$ cat config.mk
export PLATFORM = sky130hd
export DESIGN_NAME = rc2_block_cipher
export DESIGN_NICKNAME = d
export VERILOG_FILES = /design/src/hdl/rc2_pkg.sv /design/src/hdl/rc2_ram.sv /design/src/hdl/rc2_dp.sv /design/src/hdl/rc2_ctrl.sv /design/src/hdl/rc2_block_cipher.sv
export SDC_FILE = /design/constraint.sdc
export NUM_CORES = 2
export LEC_CHECK = 0
export ABC_AREA = 0
export ABC_CLOCK_PERIOD_IN_PS = 11670
export BUFFER_PORTS_ARGS = -buffer_cell sky130_fd_sc_hd__clkbuf_2
export CORE_MARGIN = 2
export CORE_UTILIZATION = 30
export CTS_BUF_LIST = sky130_fd_sc_hd__clkbuf_4 sky130_fd_sc_hd__clkbuf_8 sky130_fd_sc_hd__clkbuf_16
export DETAILED_ROUTE_END_ITERATION = 8
export SLEW_MARGIN = 20
export SYNTH_ARGS = -nofsm -noshare
export SYNTH_HDL_FRONTEND = slang
export SYNTH_SLANG_ARGS = --single-unit
$ cat constraint.sdc
create_clock -name clk -period 11.67 [get_ports clk]
set_clock_uncertainty 0.2 [all_clocks]
set_input_delay 0.5835 -clock clk [delete_from_list [all_inputs] [get_ports clk]]
set_output_delay 0.5835 -clock clk [all_outputs]
set_load 0.1 [all_outputs]
$ cat src/hdl/rc2_pkg.sv
// rc2_pkg: shared types, constants and helper functions for the RC2 cipher engine.
// Used by rc2_ctrl, rc2_dp and rc2_block_cipher; depends on nothing.
`default_nettype none

package rc2_pkg;

	localparam int WORD_W  = 16;
	localparam int BYTE_W  = 8;
	localparam int KIDX_W  = 7;
	localparam int KLEN_W  = 8;
	localparam int EBITS_W = 11;
	localparam int CFG_W   = 11;

	// input beat command codes
	typedef enum logic [1:0] {
		CMD_LOAD    = 2'd0,
		CMD_EXPAND  = 2'd1,
		CMD_ENCRYPT = 2'd2,
		CMD_DECRYPT = 2'd3
	} rc2_code_t;

	// configuration register indexes
	localparam logic CFG_KEY_LENGTH = 1'b0;
	localparam logic CFG_EFF_BITS   = 1'b1;

	localparam logic [KLEN_W-1:0]  KEY_LENGTH_RST = 8'd16;
	localparam logic [EBITS_W-1:0] EFF_BITS_RST   = 11'd1024;
	localparam logic [KLEN_W-1:0]  KEY_BYTES_MAX  = 8'd128;
	localparam logic [EBITS_W-1:0] EFF_BITS_MAX   = 11'd1024;
	localparam logic [KLEN_W-1:0]  KEY_LAST_BYTE  = 8'd127;

	// subkey counter landmarks
	localparam logic [5:0] J_FIRST_FWD  = 6'd0;
	localparam logic [5:0] J_FIRST_INV  = 6'd63;
	localparam logic [5:0] J_MASH_FWD_A = 6'd19;
	localparam logic [5:0] J_MASH_FWD_B = 6'd43;
	localparam logic [5:0] J_LAST_FWD   = 6'd63;
	localparam logic [5:0] J_MASH_INV_A = 6'd44;
	localparam logic [5:0] J_MASH_INV_B = 6'd20;
	localparam logic [5:0] J_LAST_INV   = 6'd0;

	localparam logic [1:0] M_FIRST_FWD = 2'd0;
	localparam logic [1:0] M_FIRST_INV = 2'd3;

	typedef enum logic [3:0] {
		DP_NOP,
		DP_LOAD,
		DP_CAPTURE,
		DP_KEY_RD,
		DP_MIX,
		DP_MASH_RD,
		DP_MASH,
		DP_BYTE_RD,
		DP_PREV,
		DP_EXP1,
		DP_EXP2,
		DP_EXP3,
		DP_OUT
	} rc2_op_t;

	typedef struct packed {
		rc2_op_t     op;
		logic        inv;
		logic [1:0]  idx;
		logic [5:0]  kaddr;
		logic [6:0]  baddr;
		logic [7:0]  mask;
	} rc2_cmd_t;

	typedef struct packed {
		logic out_free;
	} rc2_sts_t;

	typedef enum logic [3:0] {
		ST_IDLE,
		ST_FETCH,
		ST_MIX,
		ST_MASH_RD,
		ST_MASH_UPD,
		ST_DONE,
		ST_X_INIT,
		ST_X_PREV,
		ST_X1_RD,
		ST_X1_WR,
		ST_X2_RD,
		ST_X2_WR,
		ST_X3_RD,
		ST_X3_WR
	} rc2_state_t;

	localparam logic [7:0] PI_TABLE [0:255] = '{
		8'hd9,8'h78,8'hf9,8'hc4,8'h19,8'hdd,8'hb5,8'hed,8'h28,8'he9,8'hfd,8'h79,8'h4a,8'ha0,8'hd8,8'h9d,
		8'hc6,8'h7e,8'h37,8'h83,8'h2b,8'h76,8'h53,8'h8e,8'h62,8'h4c,8'h64,8'h88,8'h44,8'h8b,8'hfb,8'ha2,
		8'h17,8'h9a,8'h59,8'hf5,8'h87,8'hb3,8'h4f,8'h13,8'h61,8'h45,8'h6d,8'h8d,8'h09,8'h81,8'h7d,8'h32,
		8'hbd,8'h8f,8'h40,8'heb,8'h86,8'hb7,8'h7b,8'h0b,8'hf0,8'h95,8'h21,8'h22,8'h5c,8'h6b,8'h4e,8'h82,
		8'h54,8'hd6,8'h65,8'h93,8'hce,8'h60,8'hb2,8'h1c,8'h73,8'h56,8'hc0,8'h14,8'ha7,8'h8c,8'hf1,8'hdc,
		8'h12,8'h75,8'hca,8'h1f,8'h3b,8'hbe,8'he4,8'hd1,8'h42,8'h3d,8'hd4,8'h30,8'ha3,8'h3c,8'hb6,8'h26,
		8'h6f,8'hbf,8'h0e,8'hda,8'h46,8'h69,8'h07,8'h57,8'h27,8'hf2,8'h1d,8'h9b,8'hbc,8'h94,8'h43,8'h03,
		8'hf8,8'h11,8'hc7,8'hf6,8'h90,8'hef,8'h3e,8'he7,8'h06,8'hc3,8'hd5,8'h2f,8'hc8,8'h66,8'h1e,8'hd7,
		8'h08,8'he8,8'hea,8'hde,8'h80,8'h52,8'hee,8'hf7,8'h84,8'haa,8'h72,8'hac,8'h35,8'h4d,8'h6a,8'h2a,
		8'h96,8'h1a,8'hd2,8'h71,8'h5a,8'h15,8'h49,8'h74,8'h4b,8'h9f,8'hd0,8'h5e,8'h04,8'h18,8'ha4,8'hec,
		8'hc2,8'he0,8'h41,8'h6e,8'h0f,8'h51,8'hcb,8'hcc,8'h24,8'h91,8'haf,8'h50,8'ha1,8'hf4,8'h70,8'h39,
		8'h99,8'h7c,8'h3a,8'h85,8'h23,8'hb8,8'hb4,8'h7a,8'hfc,8'h02,8'h36,8'h5b,8'h25,8'h55,8'h97,8'h31,
		8'h2d,8'h5d,8'hfa,8'h98,8'he3,8'h8a,8'h92,8'hae,8'h05,8'hdf,8'h29,8'h10,8'h67,8'h6c,8'hba,8'hc9,
		8'hd3,8'h00,8'he6,8'hcf,8'he1,8'h9e,8'ha8,8'h2c,8'h63,8'h16,8'h01,8'h3f,8'h58,8'he2,8'h89,8'ha9,
		8'h0d,8'h38,8'h34,8'h1b,8'hab,8'h33,8'hff,8'hb0,8'hbb,8'h48,8'h0c,8'h5f,8'hb9,8'hb1,8'hcd,8'h2e,
		8'hc5,8'hf3,8'hdb,8'h47,8'he5,8'ha5,8'h9c,8'h77,8'h0a,8'ha6,8'h20,8'h68,8'hfe,8'h7f,8'hc1,8'had
	};

	function automatic logic [7:0] pi_sub(input logic [7:0] b);
		return PI_TABLE[b];
	endfunction

	// rotate amounts per word: 1, 2, 3, 5
	function automatic logic [15:0] rot_left(input logic [15:0] v, input logic [1:0] idx);
		logic [15:0] r;
		unique case (idx)
			2'd0: r = {v[14:0], v[15]};
			2'd1: r = {v[13:0], v[15:14]};
			2'd2: r = {v[12:0], v[15:13]};
			2'd3: r = {v[10:0], v[15:11]};
		endcase
		return r;
	endfunction

	function automatic logic [15:0] rot_right(input logic [15:0] v, input logic [1:0] idx);
		logic [15:0] r;
		unique case (idx)
			2'd0: r = {v[0],   v[15:1]};
			2'd1: r = {v[1:0], v[15:2]};
			2'd2: r = {v[2:0], v[15:3]};
			2'd3: r = {v[4:0], v[15:5]};
		endcase
		return r;
	endfunction

endpackage

`default_nettype wire

$ cat src/hdl/rc2_ram.sv
// rc2_ram: generic single write port RAM with one registered read port.
// No dependencies.
`default_nettype none

module rc2_ram #(
	parameter int WIDTH = 8,
	parameter int DEPTH = 64
) (
	input  wire logic                     clk,
	input  wire logic                     we,
	input  wire logic [$clog2(DEPTH)-1:0] waddr,
	input  wire logic [WIDTH-1:0]         wdata,
	input  wire logic [$clog2(DEPTH)-1:0] raddr,
	output logic      [WIDTH-1:0]         rdata
);

	logic [WIDTH-1:0] mem_q [DEPTH];
	logic [WIDTH-1:0] rdata_q;

	always_ff @(posedge clk) begin
		if (we) begin
			mem_q[waddr] <= wdata;
		end
		rdata_q <= mem_q[raddr];
	end

	assign rdata = rdata_q;

endmodule

`default_nettype wire

$ cat src/hdl/rc2_dp.sv
// rc2_dp: cipher datapath - block word registers, key table banks, round arithmetic,
// key expansion byte path and output register. Uses rc2_pkg and rc2_ram.
`default_nettype none

module rc2_dp (
	input  wire logic                            clk,
	input  wire logic                            arst_n,
	input  wire rc2_pkg::rc2_cmd_t               dp_cmd,
	output rc2_pkg::rc2_sts_t                    sts,
	input  wire logic [rc2_pkg::KIDX_W-1:0]      key_index,
	input  wire logic [rc2_pkg::BYTE_W-1:0]      key_byte,
	input  wire logic [rc2_pkg::WORD_W-1:0]      in_word0,
	input  wire logic [rc2_pkg::WORD_W-1:0]      in_word1,
	input  wire logic [rc2_pkg::WORD_W-1:0]      in_word2,
	input  wire logic [rc2_pkg::WORD_W-1:0]      in_word3,
	input  wire logic                            out_stall,
	output logic                                 out_valid,
	output logic [rc2_pkg::WORD_W-1:0]           out_word0,
	output logic [rc2_pkg::WORD_W-1:0]           out_word1,
	output logic [rc2_pkg::WORD_W-1:0]           out_word2,
	output logic [rc2_pkg::WORD_W-1:0]           out_word3
);

	logic [15:0] r0_q, r1_q, r2_q, r3_q;
	logic [15:0] cur, wa, wb, wc, fmix, subkey, new_val;
	logic [7:0]  rd_even, rd_odd, rbyte, exp_val, prev_q, wdata;
	logic        rsel_q;
	logic        we_even, we_odd;
	logic [5:0]  waddr, raddr;
	logic        out_valid_q;
	logic [15:0] ow0_q, ow1_q, ow2_q, ow3_q;

	// word selection around the current index
	always_comb begin
		unique case (dp_cmd.idx)
			2'd0: begin cur = r0_q; wc = r1_q; wb = r2_q; wa = r3_q; end
			2'd1: begin cur = r1_q; wc = r2_q; wb = r3_q; wa = r0_q; end
			2'd2: begin cur = r2_q; wc = r3_q; wb = r0_q; wa = r1_q; end
			2'd3: begin cur = r3_q; wc = r0_q; wb = r1_q; wa = r2_q; end
		endcase
	end

	assign subkey = {rd_odd, rd_even};
	assign fmix   = (wa & wb) | (~wa & wc);

	always_comb begin
		if (dp_cmd.op == rc2_pkg::DP_MASH) begin
			new_val = dp_cmd.inv ? 16'(cur - subkey) : 16'(cur + subkey);
		end else if (dp_cmd.inv) begin
			new_val = 16'(rc2_pkg::rot_right(cur, dp_cmd.idx) - subkey - fmix);
		end else begin
			new_val = rc2_pkg::rot_left(16'(cur + subkey + fmix), dp_cmd.idx);
		end
	end

	always_ff @(posedge clk) begin
		unique case (dp_cmd.op)
			rc2_pkg::DP_CAPTURE: begin
				r0_q <= in_word0;
				r1_q <= in_word1;
				r2_q <= in_word2;
				r3_q <= in_word3;
			end
			rc2_pkg::DP_MIX, rc2_pkg::DP_MASH: begin
				unique case (dp_cmd.idx)
					2'd0: r0_q <= new_val;
					2'd1: r1_q <= new_val;
					2'd2: r2_q <= new_val;
					2'd3: r3_q <= new_val;
				endcase
			end
			default: ;
		endcase
	end

	// key expansion byte path
	assign rbyte = rsel_q ? rd_odd : rd_even;

	always_comb begin
		unique case (dp_cmd.op)
			rc2_pkg::DP_EXP1: exp_val = rc2_pkg::pi_sub(8'(prev_q + rbyte));
			rc2_pkg::DP_EXP2: exp_val = rc2_pkg::pi_sub(rbyte & dp_cmd.mask);
			default:          exp_val = rc2_pkg::pi_sub(prev_q ^ rbyte);
		endcase
	end

	always_ff @(posedge clk) begin
		if (dp_cmd.op == rc2_pkg::DP_BYTE_RD) begin
			rsel_q <= dp_cmd.baddr[0];
		end
		unique case (dp_cmd.op)
			rc2_pkg::DP_PREV:                                    prev_q <= rbyte;
			rc2_pkg::DP_EXP1, rc2_pkg::DP_EXP2, rc2_pkg::DP_EXP3: prev_q <= exp_val;
			default: ;
		endcase
	end

	// key table write and read ports
	always_comb begin
		we_even = 1'b0;
		we_odd  = 1'b0;
		waddr   = dp_cmd.baddr[6:1];
		wdata   = exp_val;
		unique case (dp_cmd.op)
			rc2_pkg::DP_LOAD: begin
				we_even = ~key_index[0];
				we_odd  = key_index[0];
				waddr   = key_index[6:1];
				wdata   = key_byte;
			end
			rc2_pkg::DP_EXP1, rc2_pkg::DP_EXP2, rc2_pkg::DP_EXP3: begin
				we_even = ~dp_cmd.baddr[0];
				we_odd  = dp_cmd.baddr[0];
			end
			default: ;
		endcase
	end

	always_comb begin
		unique case (dp_cmd.op)
			rc2_pkg::DP_MASH_RD: raddr = wa[5:0];
			rc2_pkg::DP_BYTE_RD: raddr = dp_cmd.baddr[6:1];
			default:             raddr = dp_cmd.kaddr;
		endcase
	end

	rc2_ram #(.WIDTH(8), .DEPTH(64)) u_key_even (
		.clk   (clk),
		.we    (we_even),
		.waddr (waddr),
		.wdata (wdata),
		.raddr (raddr),
		.rdata (rd_even)
	);

	rc2_ram #(.WIDTH(8), .DEPTH(64)) u_key_odd (
		.clk   (clk),
		.we    (we_odd),
		.waddr (waddr),
		.wdata (wdata),
		.raddr (raddr),
		.rdata (rd_odd)
	);

	// output register
	always_ff @(posedge clk or negedge arst_n) begin
		if (!arst_n) begin
			out_valid_q <= 1'b0;
		end else if (dp_cmd.op == rc2_pkg::DP_OUT) begin
			out_valid_q <= 1'b1;
		end else if (!out_stall) begin
			out_valid_q <= 1'b0;
		end
	end

	always_ff @(posedge clk) begin
		if (dp_cmd.op == rc2_pkg::DP_OUT) begin
			ow0_q <= r0_q;
			ow1_q <= r1_q;
			ow2_q <= r2_q;
			ow3_q <= r3_q;
		end
	end

	assign sts.out_free = ~out_valid_q | ~out_stall;
	assign out_valid    = out_valid_q;
	assign out_word0    = ow0_q;
	assign out_word1    = ow1_q;
	assign out_word2    = ow2_q;
	assign out_word3    = ow3_q;

endmodule

`default_nettype wire

$ cat src/hdl/rc2_ctrl.sv
// rc2_ctrl: sequencer for key load, key expansion and the cipher rounds, plus the
// configuration registers. Uses rc2_pkg; drives rc2_dp through rc2_cmd_t.
`default_nettype none

module rc2_ctrl (
	input  wire logic                         clk,
	input  wire logic                         arst_n,
	input  wire logic                         in_valid,
	output logic                              in_stall,
	input  wire logic [1:0]                   cmd,
	input  wire logic                         cfg_we,
	input  wire logic                         cfg_index,
	input  wire logic [rc2_pkg::CFG_W-1:0]    cfg_data,
	input  wire rc2_pkg::rc2_sts_t            sts,
	output rc2_pkg::rc2_cmd_t                 dp_cmd
);

	rc2_pkg::rc2_state_t state_q, state_nxt;

	logic [rc2_pkg::KLEN_W-1:0]  key_length_q;
	logic [rc2_pkg::EBITS_W-1:0] eff_bits_q;
	logic [5:0]  j_q, j_nxt;
	logic [1:0]  m_q;
	logic [7:0]  i_q;
	logic        inv_q;
	logic        accept;
	logic        mix_last, mix_mash, m_last;
	logic [7:0]  t1, t8;
	logic [10:0] bits_c;
	logic [11:0] bits_p7;
	logic [2:0]  mask_sh;
	logic [7:0]  mask;

	// clamped expansion parameters
	always_comb begin
		if (key_length_q == '0) begin
			t1 = 8'd1;
		end else if (key_length_q > rc2_pkg::KEY_BYTES_MAX) begin
			t1 = rc2_pkg::KEY_BYTES_MAX;
		end else begin
			t1 = key_length_q;
		end
		if (eff_bits_q == '0) begin
			bits_c = 11'd1;
		end else if (eff_bits_q > rc2_pkg::EFF_BITS_MAX) begin
			bits_c = rc2_pkg::EFF_BITS_MAX;
		end else begin
			bits_c = eff_bits_q;
		end
	end

	assign bits_p7 = {1'b0, bits_c} + 12'd7;
	assign t8      = bits_p7[10:3];
	assign mask_sh = 3'(3'd0 - bits_c[2:0]);
	assign mask    = 8'hFF >> mask_sh;

	assign accept   = in_valid & (state_q == rc2_pkg::ST_IDLE);
	assign in_stall = (state_q != rc2_pkg::ST_IDLE);

	assign j_nxt    = inv_q ? 6'(j_q - 6'd1) : 6'(j_q + 6'd1);
	assign mix_last = inv_q ? (j_q == rc2_pkg::J_LAST_INV) : (j_q == rc2_pkg::J_LAST_FWD);
	assign mix_mash = inv_q ?
		((j_q == rc2_pkg::J_MASH_INV_A) || (j_q == rc2_pkg::J_MASH_INV_B)) :
		((j_q == rc2_pkg::J_MASH_FWD_A) || (j_q == rc2_pkg::J_MASH_FWD_B));
	assign m_last   = inv_q ? (m_q == rc2_pkg::M_FIRST_FWD) : (m_q == rc2_pkg::M_FIRST_INV);

	// next state
	always_comb begin
		state_nxt = state_q;
		unique case (state_q)
			rc2_pkg::ST_IDLE: begin
				if (accept) begin
					unique case (rc2_pkg::rc2_code_t'(cmd))
						rc2_pkg::CMD_LOAD:    state_nxt = rc2_pkg::ST_IDLE;
						rc2_pkg::CMD_EXPAND:  state_nxt = rc2_pkg::ST_X_INIT;
						rc2_pkg::CMD_ENCRYPT,
						rc2_pkg::CMD_DECRYPT: state_nxt = rc2_pkg::ST_FETCH;
					endcase
				end
			end
			rc2_pkg::ST_FETCH: state_nxt = rc2_pkg::ST_MIX;
			rc2_pkg::ST_MIX: begin
				if (mix_last) begin
					state_nxt = rc2_pkg::ST_DONE;
				end else if (mix_mash) begin
					state_nxt = rc2_pkg::ST_MASH_RD;
				end
			end
			rc2_pkg::ST_MASH_RD: state_nxt = rc2_pkg::ST_MASH_UPD;
			rc2_pkg::ST_MASH_UPD: begin
				state_nxt = m_last ? rc2_pkg::ST_FETCH : rc2_pkg::ST_MASH_RD;
			end
			rc2_pkg::ST_DONE: begin
				if (sts.out_free) begin
					state_nxt = rc2_pkg::ST_IDLE;
				end
			end
			rc2_pkg::ST_X_INIT: state_nxt = rc2_pkg::ST_X_PREV;
			rc2_pkg::ST_X_PREV: begin
				state_nxt = (t1 == rc2_pkg::KEY_BYTES_MAX) ? rc2_pkg::ST_X2_RD : rc2_pkg::ST_X1_RD;
			end
			rc2_pkg::ST_X1_RD: state_nxt = rc2_pkg::ST_X1_WR;
			rc2_pkg::ST_X1_WR: begin
				state_nxt = (i_q == rc2_pkg::KEY_LAST_BYTE) ? rc2_pkg::ST_X2_RD : rc2_pkg::ST_X1_RD;
			end
			rc2_pkg::ST_X2_RD: state_nxt = rc2_pkg::ST_X2_WR;
			rc2_pkg::ST_X2_WR: begin
				state_nxt = (t8 == rc2_pkg::KEY_BYTES_MAX) ? rc2_pkg::ST_IDLE : rc2_pkg::ST_X3_RD;
			end
			rc2_pkg::ST_X3_RD: state_nxt = rc2_pkg::ST_X3_WR;
			rc2_pkg::ST_X3_WR: begin
				state_nxt = (i_q == '0) ? rc2_pkg::ST_IDLE : rc2_pkg::ST_X3_RD;
			end
			default: state_nxt = rc2_pkg::ST_IDLE;
		endcase
	end

	// datapath command
	always_comb begin
		dp_cmd       = '0;
		dp_cmd.op    = rc2_pkg::DP_NOP;
		dp_cmd.inv   = inv_q;
		dp_cmd.kaddr = j_q;
		dp_cmd.mask  = mask;
		unique case (state_q)
			rc2_pkg::ST_IDLE: begin
				if (accept) begin
					unique case (rc2_pkg::rc2_code_t'(cmd))
						rc2_pkg::CMD_LOAD:    dp_cmd.op = rc2_pkg::DP_LOAD;
						rc2_pkg::CMD_EXPAND:  dp_cmd.op = rc2_pkg::DP_NOP;
						rc2_pkg::CMD_ENCRYPT,
						rc2_pkg::CMD_DECRYPT: dp_cmd.op = rc2_pkg::DP_CAPTURE;
					endcase
				end
			end
			rc2_pkg::ST_FETCH: dp_cmd.op = rc2_pkg::DP_KEY_RD;
			rc2_pkg::ST_MIX: begin
				dp_cmd.op    = rc2_pkg::DP_MIX;
				dp_cmd.idx   = j_q[1:0];
				dp_cmd.kaddr = j_nxt;
			end
			rc2_pkg::ST_MASH_RD: begin
				dp_cmd.op  = rc2_pkg::DP_MASH_RD;
				dp_cmd.idx = m_q;
			end
			rc2_pkg::ST_MASH_UPD: begin
				dp_cmd.op  = rc2_pkg::DP_MASH;
				dp_cmd.idx = m_q;
			end
			rc2_pkg::ST_DONE: begin
				if (sts.out_free) begin
					dp_cmd.op = rc2_pkg::DP_OUT;
				end
			end
			rc2_pkg::ST_X_INIT: begin
				dp_cmd.op    = rc2_pkg::DP_BYTE_RD;
				dp_cmd.baddr = 7'(t1 - 8'd1);
			end
			rc2_pkg::ST_X_PREV: dp_cmd.op = rc2_pkg::DP_PREV;
			rc2_pkg::ST_X1_RD: begin
				dp_cmd.op    = rc2_pkg::DP_BYTE_RD;
				dp_cmd.baddr = 7'(i_q - t1);
			end
			rc2_pkg::ST_X1_WR: begin
				dp_cmd.op    = rc2_pkg::DP_EXP1;
				dp_cmd.baddr = i_q[6:0];
			end
			rc2_pkg::ST_X2_RD: begin
				dp_cmd.op    = rc2_pkg::DP_BYTE_RD;
				dp_cmd.baddr = 7'(rc2_pkg::KEY_BYTES_MAX - t8);
			end
			rc2_pkg::ST_X2_WR: begin
				dp_cmd.op    = rc2_pkg::DP_EXP2;
				dp_cmd.baddr = 7'(rc2_pkg::KEY_BYTES_MAX - t8);
			end
			rc2_pkg::ST_X3_RD: begin
				dp_cmd.op    = rc2_pkg::DP_BYTE_RD;
				dp_cmd.baddr = 7'(i_q + t8);
			end
			rc2_pkg::ST_X3_WR: begin
				dp_cmd.op    = rc2_pkg::DP_EXP3;
				dp_cmd.baddr = i_q[6:0];
			end
			default: dp_cmd.op = rc2_pkg::DP_NOP;
		endcase
	end

	// state, counters, configuration
	always_ff @(posedge clk or negedge arst_n) begin
		if (!arst_n) begin
			state_q      <= rc2_pkg::ST_IDLE;
			key_length_q <= rc2_pkg::KEY_LENGTH_RST;
			eff_bits_q   <= rc2_pkg::EFF_BITS_RST;
			j_q          <= '0;
			m_q          <= '0;
			i_q          <= '0;
			inv_q        <= 1'b0;
		end else begin
			state_q <= state_nxt;
			if (cfg_we) begin
				unique case (cfg_index)
					rc2_pkg::CFG_KEY_LENGTH: key_length_q <= cfg_data[rc2_pkg::KLEN_W-1:0];
					rc2_pkg::CFG_EFF_BITS:   eff_bits_q   <= cfg_data[rc2_pkg::EBITS_W-1:0];
				endcase
			end
			unique case (state_q)
				rc2_pkg::ST_IDLE: begin
					if (accept) begin
						inv_q <= (rc2_pkg::rc2_code_t'(cmd) == rc2_pkg::CMD_DECRYPT);
						j_q   <= (rc2_pkg::rc2_code_t'(cmd) == rc2_pkg::CMD_DECRYPT) ?
							rc2_pkg::J_FIRST_INV : rc2_pkg::J_FIRST_FWD;
					end
				end
				rc2_pkg::ST_MIX: begin
					j_q <= j_nxt;
					if (mix_mash) begin
						m_q <= inv_q ? rc2_pkg::M_FIRST_INV : rc2_pkg::M_FIRST_FWD;
					end
				end
				rc2_pkg::ST_MASH_UPD: m_q <= inv_q ? 2'(m_q - 2'd1) : 2'(m_q + 2'd1);
				rc2_pkg::ST_X_PREV:   i_q <= t1;
				rc2_pkg::ST_X1_WR:    i_q <= 8'(i_q + 8'd1);
				rc2_pkg::ST_X2_WR:    i_q <= 8'(rc2_pkg::KEY_LAST_BYTE - t8);
				rc2_pkg::ST_X3_WR:    i_q <= 8'(i_q - 8'd1);
				default: ;
			endcase
		end
	end

endmodule

`default_nettype wire

$ cat src/hdl/rc2_block_cipher.sv
// rc2_block_cipher: top level of the RC2 engine (key load, key expansion, encrypt, decrypt).
// Instantiates rc2_ctrl and rc2_dp; types and constants from rc2_pkg.
//
//   channel   handshake              payload
//   input     in_valid / in_stall    cmd, key_index, key_byte, in_word0..in_word3
//   output    out_valid / out_stall  out_word0..out_word3
//   config    cfg_we                 cfg_index, cfg_data
//
// Load key byte: written as the beat is taken. Encrypt/decrypt: the mixing steps (64) run
// one per cycle between the mashing steps, each mashing step a read state and an update
// state on the single key table read port. Expand: a read and a write state per byte made.
// Reset clears the sequencer and sets the registers; the key table is not cleared.
// A new beat is taken while a result waits; a stalled result blocks the next one and new beats.
`default_nettype none

module rc2_block_cipher (
	input  wire logic                          clk,
	input  wire logic                          arst_n,
	input  wire logic                          cfg_we,
	input  wire logic                          cfg_index,
	input  wire logic [rc2_pkg::CFG_W-1:0]     cfg_data,
	input  wire logic                          in_valid,
	output logic                               in_stall,
	input  wire logic [1:0]                    cmd,
	input  wire logic [rc2_pkg::KIDX_W-1:0]    key_index,
	input  wire logic [rc2_pkg::BYTE_W-1:0]    key_byte,
	input  wire logic [rc2_pkg::WORD_W-1:0]    in_word0,
	input  wire logic [rc2_pkg::WORD_W-1:0]    in_word1,
	input  wire logic [rc2_pkg::WORD_W-1:0]    in_word2,
	input  wire logic [rc2_pkg::WORD_W-1:0]    in_word3,
	output logic                               out_valid,
	input  wire logic                          out_stall,
	output logic [rc2_pkg::WORD_W-1:0]         out_word0,
	output logic [rc2_pkg::WORD_W-1:0]         out_word1,
	output logic [rc2_pkg::WORD_W-1:0]         out_word2,
	output logic [rc2_pkg::WORD_W-1:0]         out_word3
);

	rc2_pkg::rc2_cmd_t dp_cmd;
	rc2_pkg::rc2_sts_t sts;

	rc2_ctrl u_ctrl (
		.clk       (clk),
		.arst_n    (arst_n),
		.in_valid  (in_valid),
		.in_stall  (in_stall),
		.cmd       (cmd),
		.cfg_we    (cfg_we),
		.cfg_index (cfg_index),
		.cfg_data  (cfg_data),
		.sts       (sts),
		.dp_cmd    (dp_cmd)
	);

	rc2_dp u_dp (
		.clk       (clk),
		.arst_n    (arst_n),
		.dp_cmd    (dp_cmd),
		.sts       (sts),
		.key_index (key_index),
		.key_byte  (key_byte),
		.in_word0  (in_word0),
		.in_word1  (in_word1),
		.in_word2  (in_word2),
		.in_word3  (in_word3),
		.out_stall (out_stall),
		.out_valid (out_valid),
		.out_word0 (out_word0),
		.out_word1 (out_word1),
		.out_word2 (out_word2),
		.out_word3 (out_word3)
	);

endmodule

`default_nettype wire

## Word level (Yosys, flattened, before mapping)

Memory sizes are Yosys's and may differ from the RTL's. A register that Yosys moved wholly into a read port is not among the register bits.
Index checks and enable logic that the tools add are counted.

- Memory bits (read-only): 6144
- Input bits: 98
- Bits in writable memories: 1024
- Word-level logic and storage cells: 218
- Output and inout port bits: 66
- Memories kept: 5
- Bits in registers: 178

Memory list:

| memory | depth | bits a word | rd ports | clocked after memory_dff | wr ports | RTL line | RTL |
|---|---|---|---|---|---|---|---|
| (no name shown) | 256 | 8 | 1 | 0 | 0 | rc2_pkg.sv:111 | `return PI_TABLE[b];` |
| (no name shown) | 256 | 8 | 1 | 0 | 0 | rc2_pkg.sv:111 |  |
| (no name shown) | 256 | 8 | 1 | 0 | 0 | rc2_pkg.sv:111 |  |
| u_dp.u_key_even.mem_q | 64 | 8 | 1 | 1 | 1 | rc2_ram.sv:17 | `logic [WIDTH-1:0] mem_q [DEPTH];` |
| u_dp.u_key_odd.mem_q | 64 | 8 | 1 | 1 | 1 | rc2_ram.sv:17 |  |

- Add/sub/neg operators: 19
- Equality and inequality tests: 48
- Bitwise gates (word level): 16
- Shift operators: 1
- Muxes and demuxes: 73
- Reduce and logical (&&, ||, !) cells: 33
- $lt $le $gt $ge: 5

Operator list:

| kind | count |
|---|---|
| $pmux 16 s4 | 5 |
| $mux 16 | 9 |
| $pmux 16 s2 | 4 |
| $mux 8 | 10 |
| $pmux 4 s14 | 1 |
| $pmux 16 s3 | 1 |
| $sub 16x16->16 | 3 |
| $eq 4x4->1 const B | 11 |
| $pmux 4 s11 | 1 |
| $pmux 7 s5 | 1 |
| $add 16x16->16 | 2 |
| $and 16x16->16 | 2 |
| $eq 4x3->1 const B | 8 |
| $mux 4 | 8 |
| $pmux 8 s2 | 2 |
| $pmux 8 s4 | 1 |
| $mux 6 | 5 |
| $ge 9x9->1 const B | 3 |
| $not 8->9 | 3 |
| $pmux 4 s3 | 2 |
| $pmux 6 s2 | 2 |
| $mux 11 | 2 |
| $eq 6x6->1 const B | 3 |
| $reduce_and 2->1 | 9 |
| 50 further kinds | 97 |

## Logic depth before layout (Yosys ltp)

- Depth after elaboration: 14
- Gate-level depth with buffers: 39
- Depth with buffers taken out: 31

## Modules after synthesis

From an unflattened synthesis, not the netlist that was laid out.

- Cell total of the unflattened synthesis: 5305
- Area total of the unflattened synthesis: 66645.2 µm²

Modules (own cells, without submodules):

| module | area an instance (µm²) | seq. area each (µm²) | cells each | times used |
|---|---|---|---|---|
| rc2_ram | 20166.8 | 15534.9 | 940 | 2 |
| rc2_dp | 22420.3 | 4139.0 | 2952 | 1 |
| rc2_ctrl | 3891.2 | 1003.5 | 473 | 1 |

## Worst setup path before layout

No wires, ideal clock.

- Path kind: flip-flop to flip-flop
- Start point: reg u_dp.rsel_q
- End point: mem u_dp.u_key_even.mem_q[0][1] (data pin)
- Path slack: 2170 ps
- Buffers on the path: 5
- Setup time: 969 ps
- Arrival: 8331 ps
- Cell stages (with the launch flop): 18
- Required time: 10501 ps
- Period minus slack after synthesis: 9500 ps
- Path through: edfxtp_1 buf_1 mux2_2 clkbuf_1 ha_1 clkbuf_1 clkinv_1 clkbuf_1 ha_1 clkbuf_1 nand2b_1 o21ai_0 a22oi_1 mux4_2 nand2_1 o21ai_0 o22a_1 a31oi_1

- Longest elaborated chain between the ends: 8
- Elaborated cells on any way between the ends: 18
- Classes of those cells: 1 x add/sub; 9 x mux; 5 x bitwise; 3 x memory

Ends and longest elaborated chain:

| element | RTL line | RTL |
|---|---|---|
| start: declaration | rc2_dp.sv:27 | `logic rsel_q;` |
| start signal: assignment | rc2_dp.sv:89 | `rsel_q <= dp_cmd.baddr[0];` |
| $mux 8 * | rc2_dp.sv:77 | `assign rbyte = rsel_q ? rd_odd : rd_even;` |
| $add 8x8->8 (tied with other cells) | rc2_dp.sv:81 | `rc2_pkg::DP_EXP1: exp_val = rc2_pkg::pi_sub(8'(prev_q + rbyte));` |
| $not 8->9 (not written as such) | rc2_pkg.sv:111 |  |
| $mem_v2 256x8 | n/a |  |
| $mux 8 (not written as such) (2 in a row) | rc2_pkg.sv:111 |  |
| $pmux 8 s2 * | rc2_dp.sv:80 | `unique case (dp_cmd.op)` |
| $mux 8 * | rc2_dp.sv:104 | `unique case (dp_cmd.op)` |
| named net u_dp.u_key_even.wdata[1] | rc2_ram.sv:12 | `input wire logic [WIDTH-1:0] wdata,` |
| end: declaration | rc2_ram.sv:17 |  |

Mark *: on every way through the listed nets, which the timed path passes. The rest lies on a longest branch. The select of a mux whose other input is x is not followed.

## Worst setup path in the final report

- Start point: reg u_ctrl.state_q[2]
- End point: reg u_dp.r2_q[4] (data pin)

- Longest elaborated chain between the ends: 14
- Elaborated cells on any way between the ends: 50
- Classes of those cells: 5 x add/sub; 19 x eq/ne; 16 x mux; 5 x bitwise; 5 x reduce/logical

Ends and longest elaborated chain:

| element | RTL line | RTL |
|---|---|---|
| start: declaration | rc2_ctrl.sv:18 | `rc2_pkg::rc2_state_t state_q, state_nxt;` |
| start signal: assignment | rc2_ctrl.sv:191 | `state_q <= rc2_pkg::ST_IDLE;` |
| start signal: assignment | rc2_ctrl.sv:199 | `state_q <= state_nxt;` |
| $eq 4x2->1 or $eq 4x3->1 (tied branches) | rc2_ctrl.sv:125 | `unique case (state_q)` |
| $reduce_or 2->1 (no source line) | n/a |  |
| $pmux 2 s2 | rc2_ctrl.sv:125 |  |
| $eq 2x2->1 (tied with other cells) | rc2_pkg.sv:117, rc2_pkg.sv:128, rc2_dp.sv:35 |  |
| $pmux 16 s4 | rc2_dp.sv:35 | `unique case (dp_cmd.idx)` |
| $pmux 16 s4 or $not 16->16 (tied branches) | rc2_pkg.sv:128, rc2_dp.sv:44 |  |
| $mux 16 or $and 16x16->16 (tied branches) | rc2_dp.sv:49, rc2_dp.sv:44 |  |
| $mux 16 or $or 16x16->16 (tied branches) | rc2_dp.sv:47, rc2_dp.sv:44 |  |
| $sub 16x16->16 or $add 16x16->16 (tied branches) | rc2_dp.sv:50, rc2_dp.sv:52 |  |
| $sub 16x16->16 or $pmux 16 s3 (tied branches) | rc2_dp.sv:50, rc2_pkg.sv:117 |  |
| $mux 16 | rc2_dp.sv:49 | `end else if (dp_cmd.inv) begin` |
| $mux 16 | rc2_dp.sv:47 | `if (dp_cmd.op == rc2_pkg::DP_MASH) begin` |
| $mux 16 | rc2_dp.sv:65 | `unique case (dp_cmd.idx)` |
| $pmux 16 s2 * | rc2_dp.sv:57 | `unique case (dp_cmd.op)` |
| end signal: assignment | rc2_dp.sv:61 | `r2_q <= in_word2;` |
| end signal: assignment | rc2_dp.sv:68 | `2'd2: r2_q <= new_val;` |
| end: declaration | rc2_dp.sv:24 | `logic [15:0] r0_q, r1_q, r2_q, r3_q;` |

Mark *: on every way between the ends. The rest lies on a longest branch, timed or not. The select of a mux whose other input is x is not followed.
A chain may end at the register's enable or synchronous reset.

==> results.cfg <==
[global_route]
grt_first_pass_wirelength_um = 337000
grt_use_total_pct = 19.3
antenna_found_initial = 5
grt_pass1_vias = 51600
largest_net_degree_at_the_start_of_global_routing = 149
grt-ovfl-total = 0

[synthesis]
synth_area_per_cell_um2 = 9.99
yosysMostFrequentCell = nand2_1
ys.warnings.count = 0
synth_flop_cell = edfxtp_1
synth_sequential_area_ratio_pct = 54.4
synthTopCellsByArea = edfxtp_1 (52%), nand2_1 (8.0%), nor2_1 (3.0%)
netlist_area_mm2 = 0.0666
synth_async_sr_flop_share_pct = 3.37
synth-edff-count = 1161
synth_top_area_share_pct = 52.3
post_synthesis_sequential_element_count = 1218
count_of_unique_library_cells_instantiated_by_yosys = 104
mapped_cells = 6667
yosysTopAreaCell = edfxtp_1
synthTopCellsByCount = nand2_1 (1414), edfxtp_1 (1161), nor2_1 (533)
synthesis.nets = 6932

[worst_setup_path]
critical_path_class = flop to flop
arrival_ns = 10.35
end_kind = flop
max_fanout_on_critical_path = 30
cpPeakStageDelay_ns = 0.76
worst_setup_path_start_kind = flop
worstPathBufferInverterCount = 3
worst_path_max_delay_cell = o31ai_1
crit_required_ns = 11.87
crit_chain = nor2_1 > nand2_1 > inv_1 > ha_1 > nand4bb_1 > a41oi_4 > buf_4 > nor2_1 > o31ai_1 > fa_1 > nor2b_1 > o311ai_1 > a2111oi_1 > nor3_1 > xnor2_1 > ha_1 > inv_1 > or4_1 > a21oi_1 > nor4bb_1 > nor2_1 > mux2i_1 > a211oi_1 > nor2_1
worst_path_most_repeated_cell = nor2_1
critical-path-top-delay-family = compound AO/OA/AOI/OAI gates

[placed_design]
gpl.final_weighted_congestion = 0.954
post-dp-hpwl_um = 146000
placement.io_buffers = 163

[sta]
worst_slew_margin_rel_pct = 22.9
finalMaxSlewViolations = 0
fin_setup_tns_ns = 0
finalSetupViolCount = 0
rsz0062_at_grt = false
final-hold-violation-count = 0
max_slew.worst_pin.slew_ns = 1.14
final_min_period_over_clock_period_pct = 86.9
fmax_mhz = 98.6
fin_crit_ns = 10.15
holdWs_ns = 0.0482

[die]
core_mm2 = 0.220
io_pins = 164
die_width_um = 475
die-area_mm2 = 0.226
initial_utilization_pct = 30.3
die-height_um = 475
placementRows = 172

[routing]
post_drt_wl_per_cell_um = 23.4
postRouteWirelength_um = 226000
num_vias = 54900
drtAntennaViolNets = 0
drt_drc_violations_left = 0
vias_per_cell = 5.67
drt_pass1_iterations = 9
detail_route.iter0.violations = 7118

[layout]
area_growth_pct = 12.7
drive_above_1_share_pct = 8.81
layout.nets = 6879

[hold_path]
worstHoldPathType = input pin to flop

[cts]
numCtsBuffers = 121
root_buffer = clkbuf_16
cts.reportedPaths.clkPinSlew_ns = 0.06
numClockSinks = 1218
cts-root-to-sink-buffers = 3
clock_latency_ns = 0.76
ctsHtreeMaxLevel = 3
tritoncts_clock_tree = yes

[status]
result_of_the_run = complete, no violations

[run]
maximum_capacitance_violations = 0
## worst reg2reg max path, delay by kind of cell, from the launching register on
family          cells  cell delay [ns]
flops               1             0.72
fa+ha+maj           3             1.15
compound gates      6             3.15
simple gates       10             2.90
xor+xnor            1             0.23
mux                 1             0.17
buf+inv             3             1.28
## layout by cell type (no fill, tap or decap), types with 142 or more instances in the layout
cell type     n
a21oi_1     312
and3_1      148
clkbuf_2    163
a311oi_1    149
o21ai_0     287
edfxtp_1   1161
nand2_1    1413
ha_1        142
nand3_1     319
nor2_1      530
## through the flow
stage | setup slack (ns) | cell area [um2] | util, % | instances
finish | 1.52 | 75100 | 34.1 | 9677
global route | 0.787 | 75100 | 34.1 | 9676
CTS | 1.49 | 75100 | 34.1 | 9674
detailed placement | 1.64 | 70500 | 32.0 | 9385
global placement | 1.80 | 70500 | 32.0 | 9385
floorplan | 2.17 | 66600 | - | 6667
## final timing paths
kind | start | end | slack (ns) | depth (start not counted)
max reg2reg | u_ctrl.state_q[2] | u_dp.r2_q[4] | 1.52 | 24
min in group asynchronous | arst_n | u_dp.out_valid | 0.25 | 3
max in group asynchronous | arst_n | u_ctrl.eff_bits_q[4] | 10.54 | 3
min | in_word2[1] | u_dp.r2_q[1] | 0.05 | 3
max | u_ctrl.state_q[2] | u_dp.r2_q[4] | 1.52 | 24
min reg2reg | u_dp.r2_q[9] | u_dp.out_word2[9] | 0.28 | 0
## cell families (layout without fill, tap and decap cells)
group,after synthesis,count (layout),share of synthesized area (%)
AOI/OAI and AO/OA,1615,1615,16.6
other,0,3,0
adders and majority gates,170,170,3.43
muxes,96,96,1.89
and+or+nand+nor,2839,2839,18.7
xor gates and xnor gates,102,102,1.38
buffers and inverters,627,676,3.62
DFF,1218,1218,54.4
## layer usage
metal	part of all wire, %	global-route usage (%)
met5	0.020	0
met4	4.4	7.78
met3	8.4	3.17
met2	45	29.8
met1	42	26.8
## flip-flops by register name, indices dropped and copies added, names as in the netlist, 11 cells and up
signal	count
u_dp.u_key_even.mem_q	512
u_dp.u_key_odd.mem_q	512
u_dp.out_word0	16
u_dp.out_word1	16
u_dp.out_word2	16
u_dp.out_word3	16
u_dp.r0_q	16
u_dp.r1_q	16
u_dp.r2_q	16
u_dp.r3_q	16
u_ctrl.eff_bits_q	11
## layout make-up
cell class / instances / area, um2
clock buffer: 145 / 3260
sequential: 1218 / 36200
clock inverter: 80 / 711
multi-input combinational: 4822 / 28300
inverter: 114 / 428
antenna: 3 / 7.51
fill: 21900 / 145000
tap: 2958 / 3700
timing repair buffer: 337 / 2410
## repair_timing
item                                   CTS  global route
setup buffers                            0             0
gates resized for setup                  0             0
hold buffers                            64             0
endpoints found under the hold margin  110             0
Power is not shown: default switching activity piles up to over one toggle a cycle in this logic, so the estimate is an artifact.
